[src/kmp_pkg.sv]
// Shared types, codes and defaults for the streaming KMP matcher.
`timescale 1ns / 1ps

package kmp_pkg;

   // Default sizes
   localparam int MAX_PATTERN_DEF = 64;
   localparam int POS_WIDTH_DEF   = 32;

   // Action codes carried in the request word
   localparam logic [1:0] ACT_CLEAR  = 2'd0;
   localparam logic [1:0] ACT_APPEND = 2'd1;
   localparam logic [1:0] ACT_TEXT   = 2'd2;

   // Status codes carried in the response word
   localparam logic [1:0] ST_OK    = 2'd0;
   localparam logic [1:0] ST_MATCH = 2'd1;
   localparam logic [1:0] ST_FULL  = 2'd2;
   localparam logic [1:0] ST_EMPTY = 2'd3;

   typedef struct packed {
      logic [1:0] action;
      logic [7:0] data_byte;
   } req_word_type;

   typedef struct packed {
      logic [1:0]  status;
      logic [31:0] match_start;
   } rsp_word_type;

   // Controller states
   typedef enum logic [1:0] {
      S_IDLE,
      S_WALK,
      S_HIT,
      S_DONE
   } state_type;

   // What the datapath commits when the word finishes
   typedef enum logic [2:0] {
      OP_NOP,
      OP_CLEAR,
      OP_APPEND,
      OP_TEXT,
      OP_EMPTY_TEXT
   } op_type;

   // Controller to datapath
   typedef struct packed {
      logic       start;
      logic       step;
      logic       hit_load;
      logic       commit;
      op_type     op;
      logic [1:0] status;
   } cmd_type;

   // Datapath to controller
   typedef struct packed {
      logic full;
      logic len_zero;
      logic walk_more;
      logic at_last;
      logic rsp_free;
   } sts_type;

endpackage

[src/kmp_ctrl.sv]
// Controller state machine for the streaming KMP matcher.
`timescale 1ns / 1ps

module kmp_ctrl (
   input  logic             clock,
   input  logic             reset,
   input  logic             req_valid,
   input  logic [1:0]       req_action,
   output logic             req_ready,
   input  kmp_pkg::sts_type sts,
   output kmp_pkg::cmd_type cmd
);

   kmp_pkg::state_type state_ff, state_in;
   kmp_pkg::op_type    op_ff, op_in, op_sel;
   logic [1:0]         status_ff, status_in, status_sel;

   // Decode the incoming action against the pattern fill level
   always_comb begin
      op_sel     = kmp_pkg::OP_NOP;
      status_sel = kmp_pkg::ST_OK;
      case (req_action)
         kmp_pkg::ACT_CLEAR: begin
            op_sel = kmp_pkg::OP_CLEAR;
         end
         kmp_pkg::ACT_APPEND: begin
            if (sts.full) begin
               status_sel = kmp_pkg::ST_FULL;
            end else begin
               op_sel = kmp_pkg::OP_APPEND;
            end
         end
         kmp_pkg::ACT_TEXT: begin
            if (sts.len_zero) begin
               op_sel     = kmp_pkg::OP_EMPTY_TEXT;
               status_sel = kmp_pkg::ST_EMPTY;
            end else begin
               op_sel = kmp_pkg::OP_TEXT;
            end
         end
         default: begin
            op_sel = kmp_pkg::OP_NOP;
         end
      endcase
   end

   // State register
   always_ff @(posedge clock) begin
      if (reset) begin
         state_ff  <= kmp_pkg::S_IDLE;
         op_ff     <= kmp_pkg::OP_NOP;
         status_ff <= kmp_pkg::ST_OK;
      end else begin
         state_ff  <= state_in;
         op_ff     <= op_in;
         status_ff <= status_in;
      end
   end

   // Next state and commands
   always_comb begin
      state_in     = state_ff;
      op_in        = op_ff;
      status_in    = status_ff;
      req_ready    = 1'b0;
      cmd.start    = 1'b0;
      cmd.step     = 1'b0;
      cmd.hit_load = 1'b0;
      cmd.commit   = 1'b0;
      cmd.op       = op_ff;
      cmd.status   = status_ff;
      case (state_ff)
         kmp_pkg::S_IDLE: begin
            req_ready = 1'b1;
            cmd.op    = op_sel;
            if (req_valid) begin
               cmd.start = 1'b1;
               op_in     = op_sel;
               status_in = status_sel;
               // first pattern byte needs no link walk
               if ((op_sel == kmp_pkg::OP_TEXT) ||
                   (op_sel == kmp_pkg::OP_APPEND && !sts.len_zero)) begin
                  state_in = kmp_pkg::S_WALK;
               end else begin
                  state_in = kmp_pkg::S_DONE;
               end
            end
         end
         kmp_pkg::S_WALK: begin
            cmd.step = 1'b1;
            if (!sts.walk_more) begin
               if (op_ff == kmp_pkg::OP_TEXT && sts.at_last) begin
                  state_in = kmp_pkg::S_HIT;
               end else begin
                  state_in = kmp_pkg::S_DONE;
               end
            end
         end
         kmp_pkg::S_HIT: begin
            // fall back through the link of the last pattern byte
            cmd.hit_load = 1'b1;
            state_in     = kmp_pkg::S_DONE;
         end
         kmp_pkg::S_DONE: begin
            if (sts.rsp_free) begin
               cmd.commit = 1'b1;
               state_in   = kmp_pkg::S_IDLE;
            end
         end
         default: begin
            state_in = kmp_pkg::S_IDLE;
         end
      endcase
   end

endmodule

[src/kmp_datapath.sv]
// Datapath of the streaming KMP matcher: pattern and link memories, walk, result register.
`timescale 1ns / 1ps

module kmp_datapath #(
   parameter int MAX_PATTERN = kmp_pkg::MAX_PATTERN_DEF,
   parameter int POS_WIDTH   = kmp_pkg::POS_WIDTH_DEF
) (
   input  logic                  clock,
   input  logic                  reset,
   input  logic [7:0]            req_byte,
   input  kmp_pkg::cmd_type      cmd,
   output kmp_pkg::sts_type      sts,
   output logic                  rsp_valid,
   input  logic                  rsp_ready,
   output kmp_pkg::rsp_word_type rsp_word
);

   localparam int IW = (MAX_PATTERN > 1) ? $clog2(MAX_PATTERN) : 1;
   localparam int LW = $clog2(MAX_PATTERN + 1);
   localparam int DW0 = (POS_WIDTH > LW) ? POS_WIDTH : LW;
   localparam int DW = (DW0 > 32) ? DW0 : 32;
   localparam logic [DW-1:0] POS_MASK = (DW'(1) << POS_WIDTH) - DW'(1);

   // Pattern bytes and failure links
   logic [7:0]    pat_mem  [MAX_PATTERN];
   logic [IW-1:0] fail_mem [MAX_PATTERN];

   // Control state
   logic [LW-1:0]        len_ff, len_in;
   logic [IW-1:0]        build_ff, build_in;
   logic [IW-1:0]        match_ff, match_in;
   logic [POS_WIDTH-1:0] pos_ff, pos_in;
   logic                 rsp_valid_ff, rsp_valid_in;

   // Working registers
   logic [LW-1:0]         k_ff, k_in;
   logic [7:0]            byte_ff, byte_in;
   logic                  hit_ff, hit_in;
   logic [7:0]            prd_ff;
   logic [IW-1:0]         frd_ff;
   kmp_pkg::rsp_word_type rsp_ff, rsp_in;

   logic          eq;
   logic [LW-1:0] k_in_m1;
   logic [IW-1:0] link;
   logic [DW-1:0] start_full;

   assign eq      = (byte_ff == prd_ff);
   assign k_in_m1 = k_in - LW'(1);
   // without a match the walk ends at zero, so the new prefix is the link
   assign link    = k_ff[IW-1:0];

   // Status toward the controller
   always_comb begin
      sts.full      = (len_ff == LW'(MAX_PATTERN));
      sts.len_zero  = (len_ff == '0);
      sts.walk_more = (k_ff != '0) && !eq;
      sts.at_last   = eq && (k_ff == len_ff - LW'(1));
      sts.rsp_free  = !rsp_valid_ff || rsp_ready;
   end

   // Walk register: start prefix, failure steps, fall back after a hit
   always_comb begin
      k_in    = k_ff;
      byte_in = byte_ff;
      hit_in  = hit_ff;
      if (cmd.start) begin
         byte_in = req_byte;
         hit_in  = 1'b0;
         if (cmd.op == kmp_pkg::OP_TEXT) begin
            k_in = LW'(match_ff);
         end else begin
            k_in = LW'(build_ff);
         end
      end else if (cmd.step) begin
         if ((k_ff != '0) && !eq) begin
            k_in = LW'(frd_ff);
         end else if (eq) begin
            k_in = k_ff + LW'(1);
         end
      end else if (cmd.hit_load) begin
         k_in   = LW'(frd_ff);
         hit_in = 1'b1;
      end
   end

   // Match start modulo the position width
   assign start_full = (DW'(pos_ff) - DW'(len_ff) + DW'(1)) & POS_MASK;

   // Commit of the finished word
   always_comb begin
      len_in       = len_ff;
      build_in     = build_ff;
      match_in     = match_ff;
      pos_in       = pos_ff;
      rsp_valid_in = rsp_valid_ff;
      rsp_in       = rsp_ff;
      if (rsp_ready) begin
         rsp_valid_in = 1'b0;
      end
      if (cmd.commit) begin
         rsp_valid_in       = 1'b1;
         rsp_in.status      = cmd.status;
         rsp_in.match_start = '0;
         case (cmd.op)
            kmp_pkg::OP_CLEAR: begin
               len_in   = '0;
               build_in = '0;
               match_in = '0;
               pos_in   = '0;
            end
            kmp_pkg::OP_APPEND: begin
               len_in = len_ff + LW'(1);
               if (len_ff != '0) begin
                  build_in = link;
               end
            end
            kmp_pkg::OP_TEXT: begin
               match_in = k_ff[IW-1:0];
               pos_in   = pos_ff + POS_WIDTH'(1);
               if (hit_ff) begin
                  rsp_in.status      = kmp_pkg::ST_MATCH;
                  rsp_in.match_start = start_full[31:0];
               end else begin
                  rsp_in.status = kmp_pkg::ST_OK;
               end
            end
            kmp_pkg::OP_EMPTY_TEXT: begin
               pos_in = pos_ff + POS_WIDTH'(1);
            end
            default: begin
               len_in = len_ff;
            end
         endcase
      end
   end

   // Control registers
   always_ff @(posedge clock) begin
      if (reset) begin
         len_ff       <= '0;
         build_ff     <= '0;
         match_ff     <= '0;
         pos_ff       <= '0;
         rsp_valid_ff <= 1'b0;
      end else begin
         len_ff       <= len_in;
         build_ff     <= build_in;
         match_ff     <= match_in;
         pos_ff       <= pos_in;
         rsp_valid_ff <= rsp_valid_in;
      end
   end

   // Payload registers
   always_ff @(posedge clock) begin
      k_ff    <= k_in;
      byte_ff <= byte_in;
      hit_ff  <= hit_in;
      rsp_ff  <= rsp_in;
   end

   // Memories: read data follows the walk register, write on append commit
   always_ff @(posedge clock) begin
      prd_ff <= pat_mem[k_in[IW-1:0]];
      frd_ff <= fail_mem[k_in_m1[IW-1:0]];
      if (cmd.commit && cmd.op == kmp_pkg::OP_APPEND) begin
         pat_mem[len_ff[IW-1:0]] <= byte_ff;
         if (len_ff == '0) begin
            fail_mem[len_ff[IW-1:0]] <= '0;
         end else begin
            fail_mem[len_ff[IW-1:0]] <= link;
         end
      end
   end

   assign rsp_valid = rsp_valid_ff;
   assign rsp_word  = rsp_ff;

endmodule

[src/kmp_stream_matcher.sv]
// Top level of the streaming KMP matcher.
//
//   channel | direction | handshake           | word
//   --------+-----------+---------------------+--------------------------------
//   req     | in        | req_valid/req_ready | action, data_byte
//   rsp     | out       | rsp_valid/rsp_ready | status, match_start
//
// Clear, ignored append and unknown action go from idle straight to the commit
// state, as do a first pattern byte and text into an empty pattern.
// Other appends and text bytes pass through the walk state, which follows the
// failure links one link per cycle through the link memory read port; a match
// adds the hit state for the fall-back link.
// The result register lets the next word enter while a result waits.
// Reset is synchronous, clears lengths, prefixes and position; memories are
// not cleared. A stalled rsp holds the block before its next commit.
`timescale 1ns / 1ps

module kmp_stream_matcher #(
   parameter int MAX_PATTERN = kmp_pkg::MAX_PATTERN_DEF,
   parameter int POS_WIDTH   = kmp_pkg::POS_WIDTH_DEF
) (
   input  logic                  clock,
   input  logic                  reset,
   input  logic                  req_valid,
   output logic                  req_ready,
   input  kmp_pkg::req_word_type req_word,
   output logic                  rsp_valid,
   input  logic                  rsp_ready,
   output kmp_pkg::rsp_word_type rsp_word
);

   kmp_pkg::cmd_type cmd;
   kmp_pkg::sts_type sts;

   // Sequencer
   kmp_ctrl u_ctrl (
      .clock      (clock),
      .reset      (reset),
      .req_valid  (req_valid),
      .req_action (req_word.action),
      .req_ready  (req_ready),
      .sts        (sts),
      .cmd        (cmd)
   );

   // Stores, walk and result register
   kmp_datapath #(
      .MAX_PATTERN (MAX_PATTERN),
      .POS_WIDTH   (POS_WIDTH)
   ) u_datapath (
      .clock     (clock),
      .reset     (reset),
      .req_byte  (req_word.data_byte),
      .cmd       (cmd),
      .sts       (sts),
      .rsp_valid (rsp_valid),
      .rsp_ready (rsp_ready),
      .rsp_word  (rsp_word)
   );

endmodule

[config.mk]
export PLATFORM = sky130hd
export DESIGN_NAME = kmp_stream_matcher
export DESIGN_NICKNAME = d
export VERILOG_FILES = /design/src/kmp_pkg.sv /design/src/kmp_ctrl.sv /design/src/kmp_datapath.sv /design/src/kmp_stream_matcher.sv
export SDC_FILE = /design/constraint.sdc
export NUM_CORES = 1
export LEC_CHECK = 0
export ABC_CLOCK_PERIOD_IN_PS = 7000
export BUFFER_PORTS_ARGS = -buffer_cell sky130_fd_sc_hd__buf_2
export CORE_MARGIN = 5
export CORE_UTILIZATION = 62
export CTS_CLUSTER_DIAMETER = 40
export DETAILED_ROUTE_END_ITERATION = 16
export PLACE_DENSITY = 0.79
export SETUP_SLACK_MARGIN = 0.02
export SYNTH_ARGS = -nofsm -noshare
export SYNTH_HDL_FRONTEND = slang
export SYNTH_SLANG_ARGS = --single-unit
[constraint.sdc]
create_clock -name clock -period 7 [get_ports clock]
set_clock_uncertainty 0.15 [all_clocks]
set_input_delay 0.35 -clock clock [delete_from_list [all_inputs] [get_ports clock]]
set_output_delay 0.35 -clock clock [all_outputs]
set_load 0.005 [all_outputs]
==> results <==
- The antenna violation net count after detailed routing is 0.
- After clock tree synthesis, the clock-pin slew on the worst setup and hold paths is approximately 60 ps.
- The unique cell type count in the Yosys netlist is between 70 and 80.
- The switching power of the nets is 8.47 mW.
- The flow ran to the end, and the final reports show no timing, DRC or antenna violations.
- After floorplanning, the core was divided into 96 placement rows.
- Leaving out fill and tap cells, the most frequent cells in the layout are sky130_fd_sc_hd__edfxtp_1 (938), sky130_fd_sc_hd__nand2_1 (453), sky130_fd_sc_hd__nor2_1 (254).
- The iteration-0 DRC count of the detailed router is 3160.
- In the final layout, the share of cells above drive strength 1 is between 10 and 15%.
- In this run the tightest slew margin relative to its limit is approximately an eighth.
- Power comes to between 20 and 25 mW.
- The beginning of the critical path is u_datapath.len_ff[3]$_SDFFE_PP0P_.
- The final layout contains 3193 nets.
- The number of global-route vias before repair is about 27000.
- Setup repair after global routing left no endpoint under its margin.
- The setup-violating endpoint count in the final report is 0.
- The worst hold path was traced through 5 stages.
- The total routed wirelength is between 100 and 150 mm.
- Relative to the synthesized area, the layout overhead comes to 13.3%.
- The depth of the worst register-to-register path is 14.
- The global placement routability congestion is about 0.9.
- The total of flip-flops plus latches after synthesis is ~1000.
- The largest net degree at the start of global routing is 193.
- The required time of the critical path is between 7000 and 8000 ps.
- After detailed routing, the number of remaining DRC violations is 0.
- The repair_antennas step left the layout with diodes totalling 0.
- The final core area utilization is roughly 71%.
- At the later pin of the worst-skew pair, clock insertion delay measures ~710 ps.
- After technology mapping, the gate count stands at around 3000.
- The H-tree generated during clock tree synthesis spans 4 levels.
- The fraction of registers with async set/reset is 0%.
- The core region is slightly below 0.07 mm².
- For this run the aggregate overflow at the end of global routing stands at 0.
- The number of slew-limit violations in the final report came to 0.
- The placed wire-length estimate after detailed placement is about 57 mm.
- The CTS tree is built.
- Dividing the detail-routed wire length by the instance count gives roughly 25 µm.
- The min-delay analysis places its worst path in the category in2reg.
- The die area is 0.0750 mm².
- The max capacitance violation total is 0.
- The maximum fanout along the worst path is 138.
- The category of the worst setup path launch point is a register.
- Synthesis produced a netlist with a net count of 3125.
- The die is roughly 270 µm tall.
- The peak clock frequency supported by timing is 0.174 GHz.
- The beginning of the worst register-to-register path is u_datapath.len_ff[3]$_SDFFE_PP0P_.
- The pre-antenna-repair detailed-routing pass consisted of 5 iterations.
- sky130_fd_sc_hd__edfxtp_1 takes more of the synthesized area than any other cell.
- The share of total power consumed by net switching is 37.4%.
- The critical path is of the reg2reg type.
- The nature of the critical path endpoint is a register.
- The number of clock buffers added by TritonCTS is ~130.
- The number of clock sinks is 1018.
- Internal power comes to roughly 14 mW.
- The smallest setup slack after layout is about 1300 ps.
- The sequential share of the synthesized area is 68.9%.
- The worst path needs approximately 5700 ps of the cycle, external delays included.
- The number of setup buffers added after CTS is 0.
- The I/O pin total is 50.
- The share of total power in combinational logic is between 30 and 40%.
- The floorplan die width is 274 µm.
- The first-pass GRT wire length is 156 mm.
- The sum of negative setup slack is 0 ps.
- After detailed routing, the number of vias per cell comes to 6.43.
- The leakage dissipation is about 18 nW.
- The total of fill cells in the finished design is ~4200.
- The via total after detailed routing is around 27000.
- The count of warnings emitted by yosys is 0.
- The flip-flop cell with the highest count after synthesis is sky130_fd_sc_hd__edfxtp_1.
- Summing all placed instances gives a cell area of between 0.04 and 0.05 mm².
- The final hold violation count is 0.
- The post-layout instance area is approximately 0.049 mm².
- The clock share of power is between 20% and 30%.
- Registers are responsible for between 30% and 40% of the overall power.
- For the pin with the worst max-slew slack, the measured transition is between 1000 and 1500 ps.
- The initial antenna violation count is 0.
- Once the clock tree was built, the resizer swapped 0 gates to a different size.
- The number of flops mapped to enable cells by yosys is between 900 and 1000.
- The mean instance size in the synthesized netlist is around 14 µm².
- The worst slack at placement is 1490 ps.
- In this run the tool buffered the top-level ports with between 40 and 50 buffer cells.
- The library cell used most frequently in the layout, excluding fill and tap cells, is sky130_fd_sc_hd__edfxtp_1.
- Once the floorplan was initialized, standard cells occupied a little over three fifths of the core.
- The startpoint identified for the worst hold timing path is req_word[9].
- VDD sags by at most 0.758 mV.
- The maximum root-to-sink buffer count is 3.
- The power density over the cells is between 400 and 500 mW/mm².
- After layout, the worst path uses 82.0% of the clock period.
- In this run the biggest area consumer among cell types represents ~65% of the synthesized area.
- The post-synth design cell area is about 0.043 mm².
- The data arrival time at the worst-slack endpoint is 6190 ps.
- In the global route stage, overall resource usage came out at 27.1%.
- The root buffer cell chosen for the clock tree is sky130_fd_sc_hd__clkbuf_16.
- Ranked by total cell area, the synthesized netlist is headed by sky130_fd_sc_hd__edfxtp_1 (65%), sky130_fd_sc_hd__mux4_2 (4.6%), sky130_fd_sc_hd__nand2_1 (3.9%).
[path summary, 6_finish.rpt]
kind	endpoint	slack, ps
setup reg to reg	u_datapath.prd_ff[5]$_DFF_P_	1260
setup / recovery	u_datapath.prd_ff[5]$_DFF_P_	1260
hold / removal	u_ctrl.status_ff[1]$_SDFFE_PP0P_	70
hold reg to reg	u_ctrl.status_ff[1]$_SDFFE_PP0P_	310
[worst max-delay path: stages (launching register included)]
cell	delay, ps
sky130_fd_sc_hd__dfxtp_1	540
sky130_fd_sc_hd__or3_1	810
sky130_fd_sc_hd__o211ai_1	290
sky130_fd_sc_hd__o21a_1	210
sky130_fd_sc_hd__nor2_2	470
sky130_fd_sc_hd__mux2_4	290
sky130_fd_sc_hd__o21ai_4	120
sky130_fd_sc_hd__inv_8	640
sky130_fd_sc_hd__buf_12	420
sky130_fd_sc_hd__mux2i_1	230
sky130_fd_sc_hd__mux2_2	190
sky130_fd_sc_hd__o32ai_1	110
sky130_fd_sc_hd__a221oi_1	440
sky130_fd_sc_hd__mux2i_1	220
sky130_fd_sc_hd__a211o_1	350
[per-stage QoR]
step | hold slack (ps) | instances
after floorplan | 277 | 3035
after global placement | 289 | 3888
after detailed placement | 300 | 3888
after CTS | 27.1 | 4140
after global routing | 119 | 4140
final | 65.1 | 4140
[what timing repair did]
action | CTS | global route
setup endpoints to repair | 0 | 0
hold buffers | 12 | 0
hold endpoints to repair | 31 | 0
[layer usage]
| metal | vias up | track usage, % | part of all wire, % |
|---|---|---|---|
| li1 | 11578 | - | - |
| met1 | 13146 | 37.1 | 39 |
| met2 | 1610 | 43.3 | 48 |
| met3 | 277 | 5.65 | 9.7 |
| met4 | 0 | 10.9 | 3.7 |
| met5 | - | 0 | 0 |
[cell families (layout without fill, tap and decap cells)]
family / after synthesis / count (layout) / synth area share [%]
flip-flops: 1018 / 1018 / 68.9
buffers and inverters: 242 / 416 / 2.43
XOR/XNOR: 80 / 80 / 1.64
AND/OR/NAND/NOR: 1004 / 1004 / 10.3
adder cells (fa/ha/maj): 76 / 76 / 2.22
multiplexers: 257 / 257 / 8.66
AO/OA/AOI/OAI: 358 / 358 / 5.76
[power by group through the flow]
stage / clock network [mW] / registers [mW] / logic [mW]
2_1_floorplan: 0 / 7.10 / 6.20
3_3_place_gp: 0 / 7.09 / 8.43
3_5_place_dp: 0 / 7.09 / 8.65
4_1_cts: 6.81 / 6.97 / 8.80
5_1_grt: 7.11 / 6.97 / 9.46
6_report: 6.76 / 6.97 / 8.93
[sequential cells by signal (all words and copies together), names as in the netlist, 2 cells and up]
name	cells
u_datapath.byte_ff	8
u_datapath.match_ff	6
u_datapath.pat_mem	512
u_ctrl.state_ff	2
u_ctrl.status_ff	2
u_datapath.build_ff	6
u_datapath.rsp_word	34
u_datapath.k_ff	7
u_datapath.prd_ff	8
u_ctrl.op_ff	2
u_datapath.fail_mem	384
u_datapath.len_ff	7
u_datapath.pos_ff	32
u_datapath.frd_ff	6
[cell usage after synthesis, types with 59 or more instances]
cell type and count:
sky130_fd_sc_hd__a21oi_1 77, sky130_fd_sc_hd__a31oi_1 72, sky130_fd_sc_hd__and3_1 145, sky130_fd_sc_hd__clkbuf_1 106
sky130_fd_sc_hd__dfxtp_1 80, sky130_fd_sc_hd__edfxtp_1 938, sky130_fd_sc_hd__ha_1 75, sky130_fd_sc_hd__inv_1 66
sky130_fd_sc_hd__mux2i_1 130, sky130_fd_sc_hd__mux4_2 89, sky130_fd_sc_hd__nand2_1 453, sky130_fd_sc_hd__nor2_1 256
sky130_fd_sc_hd__xnor2_1 59
[layout make-up]
class | instances | area (µm²) | share of cell area, %
inverters | 69 | 274 | 0.560
clock buffers | 160 | 3600 | 7.36
well taps | 931 | 1160 | 2.38
flip-flops and latches | 1018 | 29800 | 60.9
multi-input cells | 1775 | 12400 | 25.4
repair buffers | 107 | 786 | 1.61
clock inverters | 80 | 887 | 1.81
No activity file was read; power rests on OpenSTA's default activity.
